**src/sv/setpoint_ramp_generator_top_assert.svh**
```systemverilog
// Assertion macros for the setpoint ramp generator.
// Used by setpoint_ramp_generator_top; expects clk and arst_n in scope.
`ifndef SETPOINT_RAMP_GENERATOR_TOP_ASSERT_SVH
`define SETPOINT_RAMP_GENERATOR_TOP_ASSERT_SVH
`ifndef SYNTH
`define SRG_ASSERT_SAME(lbl, ant, cons, msg) \
	lbl: assert property (@(posedge clk) disable iff (!arst_n) (ant) |-> (cons)) \
	else $error(msg);
`define SRG_ASSERT_NEXT(lbl, ant, cons, msg) \
	lbl: assert property (@(posedge clk) disable iff (!arst_n) (ant) |=> (cons)) \
	else $error(msg);
`else
`define SRG_ASSERT_SAME(lbl, ant, cons, msg)
`define SRG_ASSERT_NEXT(lbl, ant, cons, msg)
`endif
`endif

```
**src/sv/srg_pkg.sv**
```systemverilog
// Shared constants for the setpoint ramp generator.
// No dependencies.
package srg_pkg;
	localparam int DATA_W          = 32;
	localparam int STEP_W          = 32;
	localparam int MAX_SPEED_W     = 31;
	localparam int RATE_W          = 16;
	localparam int CFG_DATA_W      = 31;
	localparam int CFG_IDX_W       = 1;
	localparam int COORD_WIDTH_DEF = 32;

	localparam logic [CFG_IDX_W-1:0] REG_MAX_SPEED = 1'd0;
	localparam logic [CFG_IDX_W-1:0] REG_LOOP_RATE = 1'd1;

	localparam logic [MAX_SPEED_W-1:0] MAX_SPEED_RST = 31'd98304;
	localparam logic [RATE_W-1:0]      LOOP_RATE_RST = 16'd50;
endpackage

```
**src/sv/srg_in_if.sv**
```systemverilog
// Input channel: goal or tick word with valid/ready.
// Depends on srg_pkg.
interface srg_in_if;
	import srg_pkg::*;
	logic                     valid;
	logic                     ready;
	logic                     action;
	logic signed [DATA_W-1:0] goal_x;
	logic signed [DATA_W-1:0] goal_y;
	logic signed [DATA_W-1:0] goal_z;
	logic signed [DATA_W-1:0] goal_yaw;
	logic                     jump;
	modport source (output valid, action, goal_x, goal_y, goal_z, goal_yaw, jump,
		input ready);
	modport sink (input valid, action, goal_x, goal_y, goal_z, goal_yaw, jump,
		output ready);
endinterface

```
**src/sv/srg_out_if.sv**
```systemverilog
// Output channel: reference word with valid/ready.
// Depends on srg_pkg.
interface srg_out_if;
	import srg_pkg::*;
	logic                     valid;
	logic                     ready;
	logic signed [DATA_W-1:0] ref_x;
	logic signed [DATA_W-1:0] ref_y;
	logic signed [DATA_W-1:0] ref_z;
	logic signed [DATA_W-1:0] ref_yaw;
	modport source (output valid, ref_x, ref_y, ref_z, ref_yaw, input ready);
	modport sink (input valid, ref_x, ref_y, ref_z, ref_yaw, output ready);
endinterface

```
**src/sv/setpoint_ramp_generator_top.sv**
```systemverilog
// Setpoint ramp generator: goal words arm a ramp, tick words emit the reference.
// Goal words are taken in S_IDLE. Plain and jump ticks pass through S_FIN to the output register.
// A tick that recomputes steps runs one shared adder: square of x, y and z, root, scale,
// then multiply/divide for each of the four axes, and finish.
// Not ready while a tick is in work; the output register holds a result until taken.
// Async active-low reset clears goal, reference, steps, flags and output; config registers take defaults.
`include "setpoint_ramp_generator_top_assert.svh"
module setpoint_ramp_generator_top #(
	parameter int COORD_WIDTH = srg_pkg::COORD_WIDTH_DEF
) (
	input  logic                            clk,
	input  logic                            arst_n,
	input  logic                            wr_en,
	input  logic [srg_pkg::CFG_IDX_W-1:0]   wr_index,
	input  logic [srg_pkg::CFG_DATA_W-1:0]  wr_data,
	srg_in_if.sink                          goal_in,
	srg_out_if.source                       ref_out
);
	import srg_pkg::*;

	localparam int CW    = COORD_WIDTH;
	localparam int MW    = CW + 1;
	localparam int SW    = 2 * CW + 4;
	localparam int RW    = CW + 2;
	localparam int NW    = MW + MAX_SPEED_W;
	localparam int DW    = RW + RATE_W;
	localparam int UW    = ((SW > NW) ? SW : NW) + 1;
	localparam int CPW   = (MW > STEP_W + 1) ? MW : STEP_W + 1;
	localparam int CNT_W = $clog2(UW + 1);

	typedef enum logic [6:0] {
		S_IDLE  = 7'b0000001,
		S_SQ    = 7'b0000010,
		S_ROOT  = 7'b0000100,
		S_SCALE = 7'b0001000,
		S_MUL   = 7'b0010000,
		S_DIV   = 7'b0100000,
		S_FIN   = 7'b1000000
	} state_t;

	state_t                    state_q;
	logic signed [CW-1:0]      goal_q [4];
	logic signed [CW-1:0]      ref_q [4];
	logic signed [STEP_W-1:0]  step_q [4];
	logic                      pending_q, jump_q, skip_q, oval_q;
	logic [MAX_SPEED_W-1:0]    ms_q;
	logic [RATE_W-1:0]         lr_q;
	logic [DATA_W-1:0]         out_q [4];
	logic [CNT_W-1:0]          cnt_q;
	logic [1:0]                axis_q;

	logic [UW-1:0]             acc_q, mc_q, sh_q, rem_q;
	logic [RW-1:0]             root_q;
	logic [NW-1:0]             quot_q;
	logic [DW-1:0]             dvs_q;

	logic [MW-1:0]             d_mag [4];
	logic                      d_neg [4];
	logic signed [CW-1:0]      upd_ref [4];
	logic [DATA_W-1:0]         ref_word [4];
	logic [DATA_W-1:0]         upd_word [4];
	logic signed [CW-1:0]      gin_wrap [4];
	logic signed [DATA_W-1:0]  gin [4];

	logic [UW-1:0]             alu_a, alu_b;
	logic                      alu_sub;
	logic [UW:0]               alu_res;
	logic [UW-1:0]             acc_nx;
	logic [NW-1:0]             quot_nx;
	logic [MAX_SPEED_W-1:0]    smag;
	logic signed [STEP_W-1:0]  step_new;
	logic [RATE_W-1:0]         rate;
	logic                      in_acc, slot_free;
	logic [1:0]                axis_nx;

	assign gin[0] = goal_in.goal_x;
	assign gin[1] = goal_in.goal_y;
	assign gin[2] = goal_in.goal_z;
	assign gin[3] = goal_in.goal_yaw;

	for (genvar i = 0; i < 4; i++) begin : g_axis
		logic signed [MW-1:0]        diff;
		logic [STEP_W-1:0]           step_mag;
		logic signed [CW+STEP_W-1:0] step_ext;
		logic signed [CW+DATA_W-1:0] ref_ext, upd_ext, gin_ext;
		always_comb begin
			diff     = MW'(goal_q[i]) - MW'(ref_q[i]);
			d_neg[i] = diff[MW-1];
			d_mag[i] = d_neg[i] ? MW'(-diff) : MW'(diff);
			step_mag = step_q[i][STEP_W-1] ? STEP_W'(-step_q[i]) : STEP_W'(step_q[i]);
			step_ext = step_q[i];
			if (CPW'(d_mag[i]) > CPW'({step_mag, 1'b0})) begin
				upd_ref[i] = ref_q[i] + step_ext[CW-1:0];
			end else begin
				upd_ref[i] = goal_q[i];
			end
			ref_ext     = ref_q[i];
			upd_ext     = upd_ref[i];
			ref_word[i] = ref_ext[DATA_W-1:0];
			upd_word[i] = upd_ext[DATA_W-1:0];
			gin_ext     = gin[i];
			gin_wrap[i] = gin_ext[CW-1:0];
		end
	end

	assign rate      = (lr_q == '0) ? RATE_W'(1) : lr_q;
	assign in_acc    = goal_in.valid && goal_in.ready;
	assign slot_free = !oval_q || ref_out.ready;
	assign axis_nx   = axis_q + 2'd1;

	// shared adder/subtractor
	always_comb begin
		case (state_q)
			S_SQ, S_MUL: begin
				alu_a   = acc_q;
				alu_b   = mc_q;
				alu_sub = 1'b0;
			end
			S_ROOT: begin
				alu_a   = {rem_q[UW-3:0], sh_q[SW-1:SW-2]};
				alu_b   = UW'({root_q, 2'b01});
				alu_sub = 1'b1;
			end
			S_DIV: begin
				alu_a   = {rem_q[UW-2:0], sh_q[NW-1]};
				alu_b   = UW'(dvs_q);
				alu_sub = 1'b1;
			end
			default: begin
				alu_a   = '0;
				alu_b   = '0;
				alu_sub = 1'b0;
			end
		endcase
		alu_res  = {1'b0, alu_a} + {1'b0, (alu_sub ? ~alu_b : alu_b)} + (UW+1)'(alu_sub);
		acc_nx   = sh_q[0] ? alu_res[UW-1:0] : acc_q;
		quot_nx  = {quot_q[NW-2:0], alu_res[UW]};
		smag     = (|quot_nx[NW-1:MAX_SPEED_W]) ? '1 : quot_nx[MAX_SPEED_W-1:0];
		step_new = d_neg[axis_q] ? -STEP_W'(smag) : STEP_W'(smag);
	end

	// control and architectural state
	always_ff @(posedge clk or negedge arst_n) begin
		if (!arst_n) begin
			state_q   <= S_IDLE;
			pending_q <= 1'b0;
			jump_q    <= 1'b0;
			skip_q    <= 1'b0;
			oval_q    <= 1'b0;
			ms_q      <= MAX_SPEED_RST;
			lr_q      <= LOOP_RATE_RST;
			cnt_q     <= '0;
			axis_q    <= '0;
			for (int i = 0; i < 4; i++) begin
				goal_q[i] <= '0;
				ref_q[i]  <= '0;
				step_q[i] <= '0;
				out_q[i]  <= '0;
			end
		end else begin
			if (wr_en) begin
				case (wr_index)
					REG_MAX_SPEED: ms_q <= wr_data[MAX_SPEED_W-1:0];
					REG_LOOP_RATE: lr_q <= wr_data[RATE_W-1:0];
					default: ;
				endcase
			end
			if (oval_q && ref_out.ready && !(state_q == S_FIN && slot_free)) begin
				oval_q <= 1'b0;
			end
			case (state_q)
				S_IDLE: begin
					if (in_acc) begin
						cnt_q  <= '0;
						axis_q <= '0;
						if (goal_in.action) begin
							for (int i = 0; i < 4; i++) goal_q[i] <= gin_wrap[i];
							jump_q    <= goal_in.jump;
							pending_q <= 1'b1;
						end else if (pending_q && jump_q) begin
							for (int i = 0; i < 4; i++) ref_q[i] <= goal_q[i];
							pending_q <= 1'b0;
							skip_q    <= 1'b1;
							state_q   <= S_FIN;
						end else if (pending_q) begin
							pending_q <= 1'b0;
							state_q   <= S_SQ;
						end else begin
							skip_q  <= 1'b0;
							state_q <= S_FIN;
						end
					end
				end
				S_SQ: begin
					if (cnt_q == CNT_W'(MW - 1)) begin
						cnt_q <= '0;
						if (axis_q == 2'd2) begin
							state_q <= S_ROOT;
						end else begin
							axis_q <= axis_nx;
						end
					end else begin
						cnt_q <= cnt_q + 1'b1;
					end
				end
				S_ROOT: begin
					if (cnt_q == CNT_W'(RW - 1)) begin
						cnt_q   <= '0;
						state_q <= S_SCALE;
					end else begin
						cnt_q <= cnt_q + 1'b1;
					end
				end
				S_SCALE: begin
					axis_q <= '0;
					cnt_q  <= '0;
					if (root_q == '0) begin
						for (int i = 0; i < 4; i++) begin
							ref_q[i]  <= goal_q[i];
							step_q[i] <= '0;
						end
						skip_q  <= 1'b1;
						state_q <= S_FIN;
					end else begin
						state_q <= S_MUL;
					end
				end
				S_MUL: begin
					if (cnt_q == CNT_W'(MAX_SPEED_W - 1)) begin
						cnt_q   <= '0;
						state_q <= S_DIV;
					end else begin
						cnt_q <= cnt_q + 1'b1;
					end
				end
				S_DIV: begin
					if (cnt_q == CNT_W'(NW - 1)) begin
						cnt_q          <= '0;
						step_q[axis_q] <= step_new;
						if (axis_q == 2'd3) begin
							skip_q  <= 1'b0;
							state_q <= S_FIN;
						end else begin
							axis_q  <= axis_nx;
							state_q <= S_MUL;
						end
					end else begin
						cnt_q <= cnt_q + 1'b1;
					end
				end
				S_FIN: begin
					if (slot_free) begin
						for (int i = 0; i < 4; i++) begin
							if (!skip_q) ref_q[i] <= upd_ref[i];
							out_q[i] <= skip_q ? ref_word[i] : upd_word[i];
						end
						oval_q  <= 1'b1;
						state_q <= S_IDLE;
					end
				end
				default: state_q <= S_IDLE;
			endcase
		end
	end

	// iterative datapath registers
	always_ff @(posedge clk) begin
		case (state_q)
			S_IDLE: begin
				acc_q <= '0;
				mc_q  <= UW'(d_mag[0]);
				sh_q  <= UW'(d_mag[0]);
			end
			S_SQ: begin
				if (cnt_q == CNT_W'(MW - 1)) begin
					if (axis_q == 2'd2) begin
						acc_q  <= acc_nx;
						sh_q   <= acc_nx;
						rem_q  <= '0;
						root_q <= '0;
					end else begin
						acc_q <= acc_nx;
						mc_q  <= UW'(d_mag[axis_nx]);
						sh_q  <= UW'(d_mag[axis_nx]);
					end
				end else begin
					acc_q <= acc_nx;
					mc_q  <= mc_q << 1;
					sh_q  <= sh_q >> 1;
				end
			end
			S_ROOT: begin
				sh_q <= sh_q << 2;
				if (alu_res[UW]) begin
					rem_q  <= alu_res[UW-1:0];
					root_q <= {root_q[RW-2:0], 1'b1};
				end else begin
					rem_q  <= alu_a;
					root_q <= {root_q[RW-2:0], 1'b0};
				end
			end
			S_SCALE: begin
				dvs_q <= DW'(root_q) * DW'(rate);
				acc_q <= '0;
				mc_q  <= UW'(d_mag[0]);
				sh_q  <= UW'(ms_q);
			end
			S_MUL: begin
				if (cnt_q == CNT_W'(MAX_SPEED_W - 1)) begin
					sh_q   <= acc_nx;
					rem_q  <= '0;
					quot_q <= '0;
				end else begin
					acc_q <= acc_nx;
					mc_q  <= mc_q << 1;
					sh_q  <= sh_q >> 1;
				end
			end
			S_DIV: begin
				quot_q <= quot_nx;
				rem_q  <= alu_res[UW] ? alu_res[UW-1:0] : alu_a;
				if (cnt_q == CNT_W'(NW - 1)) begin
					acc_q <= '0;
					mc_q  <= UW'(d_mag[axis_nx]);
					sh_q  <= UW'(ms_q);
				end else begin
					sh_q <= sh_q << 1;
				end
			end
			default: ;
		endcase
	end

	assign goal_in.ready   = (state_q == S_IDLE);
	assign ref_out.valid   = oval_q;
	assign ref_out.ref_x   = out_q[0];
	assign ref_out.ref_y   = out_q[1];
	assign ref_out.ref_z   = out_q[2];
	assign ref_out.ref_yaw = out_q[3];

	`SRG_ASSERT_NEXT(a_goal_arms, in_acc && goal_in.action, pending_q && state_q == S_IDLE, "goal word did not arm the ramp")
	`SRG_ASSERT_NEXT(a_fin_emits, state_q == S_FIN && slot_free, oval_q && state_q == S_IDLE, "finished tick not presented")
	`SRG_ASSERT_SAME(a_div_nonzero, state_q == S_DIV, dvs_q != '0, "divide by zero in step scaling")
	`SRG_ASSERT_NEXT(a_jump_copies, in_acc && !goal_in.action && pending_q && jump_q, ref_q[0] == goal_q[0] && ref_q[3] == goal_q[3] && !pending_q, "jump tick did not copy goal")
endmodule
```
**src/flat_wrapper.sv**
```systemverilog
// flat-port wrapper written by rule: the top's interface ports become plain ports
module setpoint_ramp_generator_top_flat import srg_pkg::*;
#(
	parameter int COORD_WIDTH = srg_pkg::COORD_WIDTH_DEF
)
  (clk, arst_n, wr_en, wr_index, wr_data, goal_in_valid, goal_in_action, goal_in_goal_x, goal_in_goal_y, goal_in_goal_z, goal_in_goal_yaw, goal_in_jump, goal_in_ready, ref_out_valid, ref_out_ref_x, ref_out_ref_y, ref_out_ref_z, ref_out_ref_yaw, ref_out_ready);
  srg_in_if goal_in_i ();
  srg_out_if ref_out_i ();
  input  logic clk;
  input  logic arst_n;
  input  logic wr_en;
  input  logic [srg_pkg::CFG_IDX_W-1:0] wr_index;
  input  logic [srg_pkg::CFG_DATA_W-1:0] wr_data;
  input wire logic [$bits(goal_in_i.valid)-1:0] goal_in_valid;
  input wire logic [$bits(goal_in_i.action)-1:0] goal_in_action;
  input wire logic [$bits(goal_in_i.goal_x)-1:0] goal_in_goal_x;
  input wire logic [$bits(goal_in_i.goal_y)-1:0] goal_in_goal_y;
  input wire logic [$bits(goal_in_i.goal_z)-1:0] goal_in_goal_z;
  input wire logic [$bits(goal_in_i.goal_yaw)-1:0] goal_in_goal_yaw;
  input wire logic [$bits(goal_in_i.jump)-1:0] goal_in_jump;
  output wire logic [$bits(goal_in_i.ready)-1:0] goal_in_ready;
  output wire logic [$bits(ref_out_i.valid)-1:0] ref_out_valid;
  output wire logic [$bits(ref_out_i.ref_x)-1:0] ref_out_ref_x;
  output wire logic [$bits(ref_out_i.ref_y)-1:0] ref_out_ref_y;
  output wire logic [$bits(ref_out_i.ref_z)-1:0] ref_out_ref_z;
  output wire logic [$bits(ref_out_i.ref_yaw)-1:0] ref_out_ref_yaw;
  input wire logic [$bits(ref_out_i.ready)-1:0] ref_out_ready;
  assign goal_in_i.valid = goal_in_valid;
  assign goal_in_i.action = goal_in_action;
  assign goal_in_i.goal_x = goal_in_goal_x;
  assign goal_in_i.goal_y = goal_in_goal_y;
  assign goal_in_i.goal_z = goal_in_goal_z;
  assign goal_in_i.goal_yaw = goal_in_goal_yaw;
  assign goal_in_i.jump = goal_in_jump;
  assign goal_in_ready = goal_in_i.ready;
  assign ref_out_valid = ref_out_i.valid;
  assign ref_out_ref_x = ref_out_i.ref_x;
  assign ref_out_ref_y = ref_out_i.ref_y;
  assign ref_out_ref_z = ref_out_i.ref_z;
  assign ref_out_ref_yaw = ref_out_i.ref_yaw;
  assign ref_out_i.ready = ref_out_ready;
  setpoint_ramp_generator_top #(.COORD_WIDTH(COORD_WIDTH)) u_core (.clk(clk), .arst_n(arst_n), .wr_en(wr_en), .wr_index(wr_index), .wr_data(wr_data), .goal_in(goal_in_i), .ref_out(ref_out_i));
endmodule
```
**config.mk**
```make
export PLATFORM = sky130hd
export DESIGN_NAME = setpoint_ramp_generator_top_flat
export DESIGN_NICKNAME = d
export VERILOG_FILES = /design/src/sv/srg_pkg.sv /design/src/sv/srg_in_if.sv /design/src/sv/srg_out_if.sv /design/src/sv/setpoint_ramp_generator_top.sv /design/src/flat_wrapper.sv
export VERILOG_INCLUDE_DIRS = /design/src /design/src/sv
export SDC_FILE = /design/constraint.sdc
export NUM_CORES = 2
export LEC_CHECK = 0
export BUFFER_PORTS_ARGS = -buffer_cell sky130_fd_sc_hd__buf_4
export CAP_MARGIN = 20
export CORE_AREA = 2 2 556 558
export DETAILED_ROUTE_END_ITERATION = 12
export DIE_AREA = 0 0 558 560
export PLACE_DENSITY = 0.46
export SLEW_MARGIN = 20
export SYNTH_ARGS = -nofsm -noshare
export SYNTH_HDL_FRONTEND = slang
export SYNTH_SLANG_ARGS = --single-unit
```
**constraint.sdc**
```tcl
create_clock -name clk -period 10.08 [get_ports clk]
set_input_delay 0.504 -clock clk [delete_from_list [all_inputs] [get_ports clk]]
set_output_delay 0.504 -clock clk [all_outputs]
set_load 0.05 [all_outputs]
```
==> flow_metrics.env <==
export IMPL_outcome="finished clean"
export IMPL_synth_edf_count=422
export IMPL_critPathLaunchType="flip-flop"
export IMPL_synth_top_cell_by_area="dfrtp_1"
export IMPL_routedWlPerCell_um=25.5
export IMPL_numCtsBuffers=141
export IMPL_cp_end_kind="flip-flop"
export IMPL_setup_viol=0
export IMPL_first_pass_iters=8
export IMPL_cp_arrival_ns=9.45
export IMPL_die_y_um=560
export IMPL_fmax_ghz=0.114
export IMPL_synthArstFlopShare=0.578
export IMPL_synth_common_cells="nand2_1, inv_1, a21oi_1"
export IMPL_rrSetupSlack_ns=1.32
export IMPL_yosys_top_cells_area="dfrtp_1, edfxtp_1, fa_1"
export IMPL_clock_sinks=1001
export IMPL_yosysUniqueCellTypes=104
export IMPL_ys_warn_count=0
export IMPL_die_x_um=558
export IMPL_period_share=0.869
export IMPL_fin_nets=11700
export IMPL_synthesis_area_um2=91700
export IMPL_hold_depth=2
export IMPL_layout_cells_non_filler=14700
export IMPL_grt_max_degree=127
export IMPL_drt_iter0_drc=7236
export IMPL_synth_compound_area_frac=0.205
export IMPL_fin_area_um2=105000
export IMPL_routed_via_density=5.55
export IMPL_synth_xor_area_frac=0.0499
export IMPL_drive_gt1_frac=0.100
export IMPL_ioPinCount=297
export IMPL_crit_top_cell="o21ai_0"
export IMPL_vias=81500
export IMPL_routabilityCongestion=1.03
export IMPL_reg2reg_depth=26
export IMPL_die_area_um2=312000
export IMPL_route_detailed_drc=0
export IMPL_synthSimpleGateAreaFrac=0.163
export IMPL_yosysMostFrequentCell="nand2_1"
export IMPL_syn2layout_area_growth_pct=14.2
export IMPL_synthAdderAreaFrac=0.179
export IMPL_relSlewSlack=0.207
export IMPL_seq_area_frac_synth=0.296
export IMPL_ys_flop_type="dfrtp_1"
export IMPL_htreeDepth=4
export IMPL_clockBufferDepth=4
export IMPL_grtUsageTotal=0.234
export IMPL_fin_skew_ns=0.0806
export IMPL_avgSynthCellArea_um2=8.92
export IMPL_min_path_type="input port to flip-flop"
export IMPL_synth_top_family_by_area="compound AO/OA/AOI/OAI gates"
export IMPL_grt_overflow=0
export IMPL_start_util=0.299
export IMPL_dpl_worst_slack_ns=1.47
export IMPL_dpl_cell_area_um2=98500
export IMPL_min_to="u_core.ms_q[12]"
export IMPL_clk_latency_ns=0.84
export IMPL_hpwl_um=285000
export IMPL_rows=204
export IMPL_postCtsSetupRepairBufs=0
export IMPL_cp_slowest_cell="xor2_1"
export IMPL_cp_slowest_stage_delay_ns=0.93
export IMPL_rr_endpoint="u_core.g_axis[0].ref_ext[31]"
export IMPL_antenna_found_initial=24
export IMPL_ant_nets=0
export IMPL_ctsResizeCount=0
export IMPL_tns_ns=0
export IMPL_muxShareOfSynthArea=0.0508
export IMPL_critPathRequiredTime_ns=10.77
export IMPL_core_area_um2=307000
export IMPL_critPathMaxFanout=24
export IMPL_synth_nets=11500
export IMPL_grt_pass1_vias=80500
export IMPL_clk_pin_slew_ns=0.06
export IMPL_synth_top_area_share=0.156
export IMPL_wl_um=374000
export IMPL_critical_path_class="flip-flop to flip-flop"
export IMPL_hold_path_startpoint="wr_data[12]"
export IMPL_cts_root_buf="clkbuf_16"
export IMPL_slew_viol_final=0
export IMPL_report_final_hold_viol_count=0
export IMPL_worstMarginPinSlew_ns=1.17
export IMPL_period_needed_ns=8.76
export IMPL_rr_startpoint="u_core.goal_q[96]"
export IMPL_synth_cells=10300
export IMPL_rsz0062_at_grt="false"
export IMPL_cap_violations=0
export IMPL_critPathTopFamily="compound AO/OA/AOI/OAI gates"
export IMPL_synth_ff_latch_count=1001
export IMPL_grt_pass1_wl_um=554000
export IMPL_path_buf_inv=2
export IMPL_portBuffers=296
export IMPL_fin_ws_ns=1.32
export IMPL_dpl_cell_count=14300
export IMPL_cts_tree="done"
==> cells in the final DEF, fill, tap and decap left out, drive strengths merged, types with 57 or more instances in the layout <==
cell type / count
o21a: 110
a22oi: 142
o21ai: 631
a31oi: 69
nor2b: 72
nand2: 1290
mux2i: 170
fa: 455
ha: 587
and3: 57
xor2: 242
nor2: 574
nand3: 136
dlygate4sd3: 160
a211oi: 126
a21oi: 650
buf: 450
a222oi: 63
nand2b: 75
o211ai: 83
nand4: 93
inv: 785
mux2: 213
and2: 412
o31ai: 84
a22o: 108
nor3: 135
nor4: 60
clkbuf: 187
xnor2: 281
edfxtp: 422
a21o: 256
dfrtp: 573
==> final cells by class <==
type / count / area (µm²)
diodes: 7 / 17.5
clock buffers: 187 / 3990
clock inverters: 55 / 528
fillers: 31600 / 202000
inverters: 781 / 2930
multi-input cells: 7925 / 59900
flip-flops and latches: 1001 / 27200
well taps: 4120 / 5150
repair buffers: 610 / 5060
==> worst register-to-register path: stages, from the launching register on <==
cell and delay, ns:
dfrtp_1 0.39, inv_1 0.09, ha_1 0.23, inv_1 0.07, fa_1 0.47, a211o_1 0.35, nand2_1 0.08, a221oi_1 0.13
a2111oi_0 0.73, nand4_1 0.29, or3_1 0.44, or4_1 0.59, o31ai_1 0.33, xor2_1 0.93, ha_1 0.30, a21o_1 0.12
a21oi_1 0.07, nor2b_1 0.10, o21ai_0 0.09, nand2b_1 0.08, a21oi_1 0.06, o21ai_0 0.68, o31a_1 0.32, nand2_1 0.68
or4_1 0.73, o21ai_0 0.14, a211oi_1 0.12
==> what timing repair did <==
item / CTS / global route
endpoints found under the setup margin: 0 / 0
hold endpoints to repair: 243 / 0
hold buffers: 160 / 0
==> registers in the layout (all words and copies together), names as in the netlist <==
signal and count:
u_core.quot_q 63, u_core.ref_out.ref_y 32, u_core.ms_q 31, u_core.cnt_q 7, u_core.pending_q 1, u_core.jump_q 1, u_core.root_q 34, u_core.g_axis.step_ext 128
u_core.axis_q 2, u_core.ref_out.ref_x 32, u_core.lr_q 16, u_core.state_q 7, u_core.dvs_q 50, u_core.goal_q 128, u_core.ref_out.valid 1, u_core.rem_q 68
u_core.g_axis.ref_ext 128, u_core.ref_out.ref_yaw 32, u_core.sh_q 69, u_core.skip_q 1, u_core.acc_q 69, u_core.ref_out.ref_z 32, u_core.mc_q 69
==> worst max-delay path by stage <==
stage	startpoint	end	slack, ns	cells after the start
after CTS	u_core.goal_q[96]	u_core.g_axis[0].ref_ext[31]	1.43	26
after global placement	u_core.goal_q[96]	u_core.ref_out.ref_x[13]	1.53	27
after global routing	u_core.goal_q[96]	u_core.ref_out.ref_x[31]	0.98	26
after detailed placement	u_core.goal_q[96]	u_core.g_axis[0].ref_ext[31]	1.47	26
after floorplan	u_core.state_q[2]	u_core.mc_q[0]	1.37	10
final	u_core.goal_q[96]	u_core.g_axis[0].ref_ext[31]	1.32	26
==> kinds of logic after synthesis <==
group,after synthesis
muxes,408
AOI/OAI and AO/OA,2815
buffers and inverters,1359
and+or+nand+nor,3137
adders and majority gates,1042
xor gates and xnor gates,523
DFF,1001
==> through the flow <==
step / util / hold WS [ns]
after floorplan: - / 0.208
after global placement: 0.321 / 0.467
after detailed placement: 0.321 / 0.465
after CTS: 0.341 / 0.00357
after global routing: 0.341 / 0.0377
final: 0.341 / 0.0441
==> layer usage <==
layer | vias up | part of all wire | track usage
li1 | 37100 | - | -
met1 | 41100 | 0.46 | 0.330
met2 | 2846 | 0.45 | 0.367
met3 | 530 | 0.056 | 0.0262
met4 | 4 | 0.041 | 0.0862
met5 | - | 0.000061 | 0
Power is not shown: default switching activity piles up to over one toggle a cycle in this logic, so the estimate is an artifact.
